File: config.mk
export PLATFORM = sky130hd
export DESIGN_NAME = pdh_ctrl
export DESIGN_NICKNAME = d
export VERILOG_FILES = /design/src/pdh_pkg.sv /design/src/pdh_ctrl.sv
export SDC_FILE = /design/constraint.sdc
export NUM_CORES = 1
export LEC_CHECK = 0
export BUFFER_PORTS_ARGS = -buffer_cell sky130_fd_sc_hd__buf_2
export CAP_MARGIN = 15
export CORE_AREA = 2 2 39 41
export DETAILED_ROUTE_END_ITERATION = 8
export DIE_AREA = 0 0 41 43
export SLEW_MARGIN = 20
export SYNTH_ARGS = -nofsm -noshare
export SYNTH_HDL_FRONTEND = slang
export SYNTH_SLANG_ARGS = --single-unit
File: constraint.sdc
create_clock -name clk -period 1.5 [get_ports clk]
set_clock_uncertainty 0.15 [all_clocks]
set_input_delay 0.075 -clock clk [delete_from_list [all_inputs] [get_ports clk]]
set_output_delay 0.075 -clock clk [all_outputs]
set_load 0.005 [all_outputs]
File: src/pdh_pkg.sv
`default_nettype none

package pdh_pkg;

	// Datapath lane width: wide enough for the larger modulus
	localparam int unsigned LANE_W = 30;

	typedef logic [LANE_W-1:0] lane_t;

	// Moduli and hash base
	localparam logic [26:0] MOD_FIRST  = 27'd131807699;
	localparam logic [29:0] MOD_SECOND = 30'd1000000009;
	localparam logic [7:0]  HASH_BASE  = 8'd157;

	// Base left-aligned in a lane, for the serial multiplier
	localparam lane_t BASE_ALIGNED = {HASH_BASE, 22'd0};

	// Multiplier step counts: base multiply and full-width multiply
	localparam logic [4:0] BASE_STEPS = 5'd8;
	localparam logic [4:0] FULL_STEPS = 5'd30;

	// Operation codes
	localparam logic [1:0] OP_CLEAR  = 2'd0;
	localparam logic [1:0] OP_APPEND = 2'd1;
	localparam logic [1:0] OP_QUERY  = 2'd2;

	// Status codes
	localparam logic [1:0] ST_OK        = 2'd0;
	localparam logic [1:0] ST_BAD_RANGE = 2'd1;
	localparam logic [1:0] ST_FULL      = 2'd2;

	// Controller to datapath commands
	typedef struct packed {
		logic take;        // latch the incoming item
		logic set_trivial; // result needs no arithmetic
		logic rd_first;    // first table reads
		logic mul_start;   // load the modular multipliers
		logic commit;      // final add/subtract, table write
		logic out_load;    // move result to output register
	} pdh_ctl_t;

	// Datapath to controller status
	typedef struct packed {
		logic [1:0] op;
		logic       bad_range;
		logic       full;
		logic       mul_done;
		logic       out_free;
	} pdh_stat_t;

endpackage

`default_nettype wire

File: src/pdh_ctrl.sv
`default_nettype none

// Controller: sequences one item through decode, then table read and multiply or not, then finish.
module pdh_ctrl import pdh_pkg::*; (
	input  wire logic      clk,
	input  wire logic      arst_n,
	input  wire logic      cmd_valid,
	output logic           cmd_ready,
	input  wire pdh_stat_t stat,
	output pdh_ctl_t       ctl
);

	localparam logic [2:0] S_IDLE   = 3'd0;
	localparam logic [2:0] S_DECODE = 3'd1;
	localparam logic [2:0] S_LOAD   = 3'd2;
	localparam logic [2:0] S_MUL    = 3'd3;
	localparam logic [2:0] S_FINISH = 3'd4;

	logic [2:0] state_q;
	logic [2:0] state_nxt;
	logic       needs_math;

	// Append with room, or query with a good range, goes through the multipliers
	assign needs_math = ((stat.op == OP_APPEND) && !stat.full) ||
		((stat.op == OP_QUERY) && !stat.bad_range);

	always_comb begin
		ctl       = '0;
		state_nxt = state_q;
		case (state_q)
			S_IDLE: begin
				if (cmd_valid) begin
					ctl.take  = 1'b1;
					state_nxt = S_DECODE;
				end
			end
			S_DECODE: begin
				if (needs_math) begin
					ctl.rd_first = 1'b1;
					state_nxt    = S_LOAD;
				end else begin
					ctl.set_trivial = 1'b1;
					state_nxt       = S_FINISH;
				end
			end
			S_LOAD: begin
				ctl.mul_start = 1'b1;
				state_nxt     = S_MUL;
			end
			S_MUL: begin
				if (stat.mul_done) begin
					ctl.commit = 1'b1;
					state_nxt  = S_FINISH;
				end
			end
			S_FINISH: begin
				if (stat.out_free) begin
					ctl.out_load = 1'b1;
					state_nxt    = S_IDLE;
				end
			end
			default: begin
				state_nxt = S_IDLE;
			end
		endcase
	end

	always_ff @(posedge clk or negedge arst_n) begin
		if (!arst_n)
			state_q <= S_IDLE;
		else
			state_q <= state_nxt;
	end

	assign cmd_ready = (state_q == S_IDLE);

endmodule

`default_nettype wire

* Yosys cells after proc, flatten, opt, wreduce, memory -nomap -nowiden *
Index checks and enable logic that the tools add are counted.

storage, ports and cells
  ROM bits = 0
  logic and storage cells = 32
  output and inout bits = 7
  bits of input ports = 9
  latch bits = 0
  memories kept = 0
  flip-flop bits (word level) = 3
  memory bits (writable) = 0

operators by class
  $lt $le $gt $ge = 0
  muxes and demuxes = 15
  bitwise operators = 0
  eq/ne operators = 9
  divide/modulo/power cells = 0
  reduce and logical (&&, ||, !) cells = 7
  shift operators = 0
  multiply operators = 0
  $add $sub $neg = 0

operator list
  kind                                                                   count
  3-bit one-hot mux with 5 select lines                                  1
  3-bit 2-to-1 mux                                                       4
  1-bit 2-to-1 mux                                                       9
  3-bit by 2-bit equality test with 1-bit output, second input constant  2
  2-bit inequality test, second input constant                           3
  3-bit by 1-bit equality test with 1-bit output, second input constant  1
  3-bit equality test, second input constant                             1
  3-bit zero test                                                        1
  3-bit AND reduction                                                    1
  2-bit by 1-bit equality test with 1-bit output, second input constant  1
  2-bit equality test, second input constant                             1
  1-bit logical AND                                                      2
  1-bit zero test                                                        2
  2-bit 2-to-1 mux                                                       1
  1-bit logical OR                                                       1

* Depth between registers and ports, before layout *
Gate-level depths: netlist of the first run.

  depth after elaboration = 5
  mapped depth = 4
  depth with buffers taken out = 3

* Least setup slack after synthesis of the first run *
No wires, ideal clock.

  path kind = reg2reg
  start point = reg state_q[1]
  end point = reg state_q[2]
  required time = 1.217 ns
  path buffers = 1
  setup slack = 0.301 ns
  cell stages (with the launch flop) = 4
  arrival = 0.916 ns
  path through = dfrtp_1 buf_2 nor4b_1 o32ai_1

on the way
  word-level cells in the longest chain between the ends = 3

ends and longest elaborated chain
  what                                                                    RTL line        RTL
  start: declaration                                                      pdh_ctrl.sv:19  logic [2:0] state_q;
  start signal: assignment                                                pdh_ctrl.sv:72  state_q <= state_nxt;
  3-bit by 2-bit equality test with 1-bit output (tied with other cells)  pdh_ctrl.sv:30  case (state_q)
  2-bit inequality test (no line)                                         n/a
  3-bit AND reduction (no line)                                           n/a

Several ways; a longest one is shown, not always the timed one.
A chain may end at the register's enable or synchronous reset.

==> results_dict.tcl, run 1 <==
set metrics [dict create \
    run_status "finished, final reports clean" \
    reg_top3 "state_q (3)" \
    numPortBuffers 15 \
    final_common_cell "buf_2" \
    cellLeakagePower_uw 0.000180 \
    grt_overflow 0 \
    worst_path_max_delay_cell "dfrtp_2" \
    cts_tree "built" \
    fin_crit_ns 1.40 \
    setup_violations 0 \
    hold_viol_final 0 \
    whs_ns 0.0107 \
    clk_latency_ns 0.23 \
    multiInputGateArea_um2 163 \
    cp.arrival_ns 1.17 \
    num_io_pins 16 \
    drv_slew 0 \
    setup-tns-final_ns 0 \
    clkTransAtPathRegs_ns 0.04 \
    synth-seq-area-share_pct 31.6 \
    totalWireLength_um 577 \
    yosysWarnings 0 \
    synth_fa_ha_area_share_pct 0 \
    via_per_inst 4.30 \
    period_share_pct 93.0 \
    design_area_um2 382 \
    vdd_drop_max_uv 711 \
    row_count 14 \
    synth_top_cell_by_area "dfrtp_1" \
    antenna_found_initial 0 \
    met1_length_um 299 \
    drv_cap 0 \
    grt_usage_pct 8.16 \
    most-common-layout-cells "15 x buf_2, 4 x nand2_1, 3 x nor2_1, 3 x nor3b_1, 3 x clkbuf_4" \
    synth_area_leaders "dfrtp_1 32%, nand2b_4 12%, nor3b_1 9.5%" \
    synthesis.area_um2 238 \
    place_hpwl_um 460 \
    reg2reg_from "state_q[2]" \
    fmax_mhz 717 \
    antenna_cells 0 \
    critPathLaunchType "flop" \
    gp_congestion 0.757 \
    critical_path_class "flop to output pin" \
    synthMuxAreaShare_pct 0 \
    startpoint "state_q[2]" \
    highest_layer "met3" \
    postRouteAntennaNets 0 \
    drt_iter0_markers 3 \
    worstSetupEndpointType "output pin" \
    drive_gt1_share_pct 47.9 \
    grt_pass1_vias 244 \
    fp.dieH_um 43 \
    total_power_uw 616 \
    clockBufferDepth 2 \
    dr.pass1.iters 2 \
    cts.sink_count 3 \
    regMostFlops "state_q" \
    dp_cells 58 \
    route.met3.wl_um 47 \
    crit_path_max_fanout 7 \
    grt_pass1_wl_um 917 \
    area_growth_pct 60.5 \
    avgSynthCellArea_um2 8.49 \
    synth_top_family_by_area "simple AND/OR/NAND/NOR gates" \
    slew_headroom_pct 78.8 \
    cts_made_buffers 3 \
    grt_max_degree 13 \
    min_path_type "primary input to async pin" \
    htree_levels 1 \
    synth_top_cell_area_share_pct 31.6 \
    synth_cell_type_count 14 \
    met2_length_um 230 \
    root_buffer "clkbuf_4" \
    synth_compound_area_share_pct 14.7 \
    vias 275 \
    final_nets 58 \
    syn-num-nets 37 \
    dpl-instance-area_um2 328 \
    power_density_nw_per_um2 1610 \
    grt_setup_unrepaired "no" \
    synth-xor-area-share_pct 0 \
    synth_seq_cells 3 \
    core_area_um2 1380 \
    required_ns 1.27 \
    cp_slowest_stage_delay_ns 0.44 \
    largest_register_ffs 3 \
    wl_per_cell_um 9.02 \
    initial_core_util_pct 17.2 \
    dieArea_um2 1760 \
    fill_cells 165 \
    drc 0 \
    crit_chain "nand2b_4, nor3b_1, buf_2" \
    register_area_um2 77.6 \
    tightest_slew_ns 0.318 \
    fin_cells 64 \
    postCtsSetupRepairBufs 0 \
    yosys.area_share.simple_pct 51.6 \
    die_w_um 41 \
    syn_inst 28 \
]
-- critical path, delay by kind of cell, from the launching register on --
family / cells / cell delay [ns]
DFF: 1 / 0.44
and+or+nand+nor: 2 / 0.36
buffers and inverters: 1 / 0.14
-- timing repair --
item | in CTS | in global routing
hold buffers | 2 | 0
hold endpoints to repair | 4 | 0
resized for setup | 0 | 3
setup endpoints to repair | 0 | 2
-- power by group --
group | internal, uW | total [uW] | switching (uW)
Combinational | 160 | 272 | 112
Clock | 99.5 | 138 | 38.9
Sequential | 121 | 206 | 84.7
Total | 381 | 616 | 235
-- routing by layer --
layer,vias up,track usage (%)
met1,119,9.74
met2,11,10.3
met3,0,4.71
met5,-,0
met4,0,6.00
li1,145,-
-- logic make-up (layout without fill, tap and decap cells) --
logic type,after synthesis,count (layout)
and+or+nand+nor,19,19
AOI/OAI and AO/OA,5,5
DFF,3,3
buffers and inverters,1,21
-- Yosys cell counts --
library cell / count
and3_1: 1
nor4b_1: 2
nand2b_4: 2
dfrtp_1: 3
nor3_1: 2
nor2_1: 3
o32ai_1: 2
nand2b_1: 1
and2_1: 1
nor3b_1: 3
a21oi_1: 2
nand2_1: 4
buf_2: 1
o21bai_1: 1
-- per-stage QoR --
stage / setup slack, ns / util, %
global placement: 0.274 / 23.7
detailed placement: 0.246 / 23.7
global route: 0.0158 / 27.6
finish: 0.105 / 27.6
floorplan: 0.301 / -
CTS: 0.0223 / 27.0
-- final cells by class --
cell class,count,area share (%)
clock buffer,4,6.89
multi-input combinational,24,42.6
sequential,3,20.3
tap,16,5.25
timing repair buffer,17,24.9
-- final timing paths --
path	endpoint	slack, ns	depth (start not counted)
worst min register to register	state_q[0]	0.37	1
worst max-delay path	ctl[4]	0.10	3
worst min-delay path	state_q[2]	0.01	2
min in group clk	state_q[0]	0.02	3
max in group asynchronous	state_q[1]	1.07	2
worst max register to register	state_q[2]	0.27	3
(Power assumes the default switching activity.)
==> inputs of run 2 (changes only) <==
Settings changed: PLACE_DENSITY set to 0.46.
==> run 2 against run 1 <==
Effect of this change: final cell count up 3.1%; register-to-register slack worse by 0.02 ns; die area did not move; sequential power is 6% lower; critical path type unchanged; highest routed layer unchanged.
==> results_dict.tcl, run 2 (synthesized netlist as in run 1, its figures left out) <==
set metrics [dict create \
    drc 0 \
    num_io_pins 16 \
    totalWireLength_um 654 \
    die_w_um 41 \
    period_share_pct 91.0 \
    area_growth_pct 67.4 \
    cts.sink_count 3 \
    slew_headroom_pct 80.9 \
    fp.dieH_um 43 \
    dp_cells 59 \
    dpl-instance-area_um2 335 \
    final_common_cell "buf_2" \
    dieArea_um2 1760 \
    drt_iter0_markers 6 \
    cts_made_buffers 3 \
    crit_path_max_fanout 6 \
    fin_crit_ns 1.37 \
    core_area_um2 1380 \
    place_hpwl_um 482 \
    dr.pass1.iters 3 \
    gp_congestion 0.704 \
    setup-tns-final_ns 0 \
    drive_gt1_share_pct 46.0 \
    clockBufferDepth 2 \
    cp.arrival_ns 1.14 \
    required_ns 1.27 \
    setup_violations 0 \
    critPathLaunchType "flop" \
    antenna_cells 0 \
    root_buffer "clkbuf_4" \
    worstSetupEndpointType "output pin" \
    postRouteAntennaNets 0 \
    fin_cells 66 \
    hold_viol_final 0 \
    whs_ns 0.0106 \
    run_status "finished, final reports clean" \
    grt_pass1_vias 258 \
    regMostFlops "state_q" \
    numPortBuffers 15 \
    htree_levels 1 \
    fmax_mhz 732 \
    grt_usage_pct 8.66 \
    grt_overflow 0 \
    critical_path_class "flop to output pin" \
    cellLeakagePower_uw 0.000191 \
    drv_slew 0 \
    clk_latency_ns 0.23 \
    vdd_drop_max_uv 634 \
    clkTransAtPathRegs_ns 0.04 \
    most-common-layout-cells "15 x buf_2, 4 x nand2_1" \
    vias 287 \
    antenna_found_initial 0 \
    largest_register_ffs 3 \
    power_density_nw_per_um2 1600 \
    reg_top3 "state_q (3)" \
    grt_max_degree 13 \
    design_area_um2 398 \
    wl_per_cell_um 9.91 \
    via_per_inst 4.35 \
    row_count 14 \
    min_path_type "primary input to async pin" \
    final_nets 60 \
    drv_cap 0 \
    tightest_slew_ns 0.282 \
    grt_pass1_wl_mm 1.03 \
    initial_core_util_pct 17.2 \
    grt_setup_unrepaired "no" \
    cts_tree "built" \
]
==> run 2: worst paths after layout <==
path                                 start         end  slack [ns]  cells past startpoint
worst max-delay path            state_q[0]      ctl[4]        0.13                      3
worst min-delay path                arst_n  state_q[1]        0.01                      2
worst max register to register  state_q[1]  state_q[2]        0.25                      2
worst min register to register  state_q[2]  state_q[0]        0.44                      2
max in group asynchronous           arst_n  state_q[1]        1.07                      2
min in group clk                 cmd_valid  state_q[0]        0.01                      3
==> run 2: area by class of cell <==
class,instances,area (um2)
fillers,152,986
multi-input cells,24,163
repair buffers,19,113
flip-flops and latches,3,76.3
clock buffers,4,26.3
well taps,16,20.0
==> run 2: what timing repair did <==
item	in CTS	in global routing
gates resized for setup	0	2
buffers inserted	0	0
hold buffers	2	1
hold endpoints to repair	4	1
setup endpoints to repair	0	2
==> run 2: power breakdown <==
part,internal [uW],switching (uW)
clock network,99.7,41.9
logic,174,127
registers,119,74.1
total,393,243
==> run 2: critical path, stage by stage, from the launching register on <==
cell and delay, ns:
dfrtp_1 0.46, nand2b_4 0.10, nor3b_1 0.21, buf_2 0.14
==> run 2: routing by layer <==
layer | track usage, % | wire [um] | vias to the layer above | part of all wire [%]
met5 | 0 | 0 | - | 0
met1 | 9.74 | 264 | 133 | 40
li1 | - | - | 147 | -
met4 | 2.00 | 0 | 0 | 0
met3 | 6.28 | 46 | 0 | 7.0
met2 | 12.8 | 343 | 7 | 52
==> run 2: metrics by stage <==
stage               utilization (%)  setup slack [ns]  power [uW]
floorplan                         -             0.301         364
global route                   28.8            0.0254         701
global placement               24.2             0.278         483
CTS                            27.6            0.0186         635
detailed placement             24.2             0.247         477
finish                         28.8             0.135         636
==> inputs of run 3 (changes only) <==
Settings changed: BUFFER_PORTS_ARGS -buffer_cell sky130_fd_sc_hd__buf_2 to -buffer_cell sky130_fd_sc_hd__clkbuf_2.
==> run 3 against run 2 <==
Effect of this change: largest power group unchanged; setup slack got worse by 0.069 ns; first-iteration DRC count fell by 17%; total power fell by 2.7%; sequential cell count is the same; sequential power is 7% higher; critical path depth did not move; non-clock buffer count shrank 2; fmax decreased by 4.8%; hold slack got worse by 0.0034 ns.
==> results_dict.tcl, run 3 (synthesized netlist as in run 1, its figures left out) <==
set metrics [dict create \
    run_status "finished, final reports clean" \
    critical_path_class "flop to output pin" \
    fmax_mhz 697 \
    cts_tree "built" \
    clockBufferDepth 2 \
    dr.pass1.iters 2 \
    die_w_um 41 \
    layout_setup_ws_ns 0.0660 \
    totalWireLength_um 608 \
    worstSetupEndpointType "output pin" \
    most-common-layout-cells "15 x clkbuf_2, 4 x nand2_1, 3 x nor2_1, 3 x nor3b_1, 3 x clkbuf_4" \
    regMostFlops "state_q" \
    cp_slowest_stage_delay_ns 0.44 \
    row_count 14 \
    clkTransAtPathRegs_ns 0.04 \
    whs_ns 0.00712 \
    numPortBuffers 15 \
    drive_gt1_share_pct 45.8 \
    drv_slew 0 \
    required_ns 1.27 \
    htree_levels 1 \
    fin_crit_ns 1.43 \
    utilization_pct 27.5 \
    power_density_nw_per_um2 1630 \
    critical_path.top_delay_family "flip-flops" \
    cts.sink_count 3 \
    wl_per_cell_um 9.50 \
    postCtsSetupRepairBufs 0 \
    slew_headroom_pct 82.1 \
    grt_overflow 0 \
    dp_cells 58 \
    largest_register_ffs 3 \
    tightest_slew_ns 0.264 \
    drt_iter0_markers 5 \
    drv_cap 0 \
    drc 0 \
    gp_congestion 0.717 \
    cellLeakagePower_uw 0.000179 \
    hold_viol_final 0 \
    fp.dieH_um 43 \
    critPathLaunchType "flop" \
    cts_made_buffers 3 \
    core_area_um2 1380 \
    final_common_cell "clkbuf_2" \
    clk_latency_ns 0.23 \
    postRouteAntennaNets 0 \
    crit_chain "nand2b_4, nor3b_1, clkbuf_2" \
    num_io_pins 16 \
    dp_slack_ns 0.254 \
    antenna_cells 0 \
    reg_top3 "state_q (3)" \
    final_nets 58 \
    fin_cells 64 \
    vdd_drop_max_uv 741 \
    min_path_type "primary input to flop" \
    period_share_pct 95.6 \
    root_buffer "clkbuf_4" \
    dieArea_um2 1760 \
    grt_usage_pct 7.65 \
    setup_violations 0 \
    cp.arrival_ns 1.21 \
    area_growth_pct 60.0 \
    crit_path_max_fanout 7 \
    vias 277 \
    grt_setup_unrepaired "no" \
    grt_max_degree 13 \
    worst_path_max_delay_cell "dfrtp_1" \
    via_per_inst 4.33 \
    initial_core_util_pct 17.2 \
    antenna_found_initial 0 \
    path_buf_inv 1 \
    grt_pass1_vias 253 \
    grt_pass1_wl_um 897 \
    setup-tns-final_ns 0 \
]
-- run 3: cell count changes in the layout (fill, tap and decap cells not counted), sizes merged --
cell         delta
buf            -16
clkbuf         +15
dlygate4sd3     -1
-- run 3: power breakdown --
part	leakage (uW)	internal, uW	switching, uW
clock network	0.0000150	99.6	40.5
registers	0.0000374	119	86.6
logic	0.000127	159	113
total	0.000179	378	240
-- run 3: per-layer routing --
metal | share of wire, % | GRT usage, % | up-vias
li1 | - | - | 144
met1 | 39 | 7.14 | 128
met2 | 56 | 11.6 | 5
met3 | 5.1 | 2.62 | 0
met4 | 0 | 8.00 | 0
met5 | 0 | 0 | -
-- run 3: final cells by class --
cell class	instances	area [um2]
Tap cell	16	20.0
Sequential cell	3	76.3
Clock buffer	4	26.3
Timing Repair Buffer	17	95.1
Multi-Input combinational cell	24	163
Fill cell	161	1000
-- run 3: through the flow --
step           area, um2  total power, uW
2_1_floorplan        238              364
3_3_place_gp         328              465
3_5_place_dp         328              463
4_1_cts              374              617
5_1_grt              380              692
6_report             380              618
-- run 3: repair_timing --
action | CTS | global route
hold buffers | 2 | 0
setup endpoints to repair | 0 | 1
endpoints found under the hold margin | 4 | 0
gates resized for setup | 0 | 2
-- run 3: tightest hold or removal path, stage by stage --
cell,delay [ns]
clkbuf_2,0.09
o21bai_1,0.11
a21oi_1,0.06
-- run 3: path summary, 6_finish.rpt --
check                           startpoint          to  slack [ns]  depth (start not counted)
worst max register to register  state_q[2]  state_q[2]        0.26                          3
worst min-delay path             cmd_valid  state_q[0]       0.007                          3
min in group asynchronous           arst_n  state_q[2]        0.02                          2
worst min register to register  state_q[2]  state_q[0]        0.42                          1
worst max-delay path            state_q[2]      ctl[4]        0.07                          3
max in group asynchronous           arst_n  state_q[1]        1.06                          2
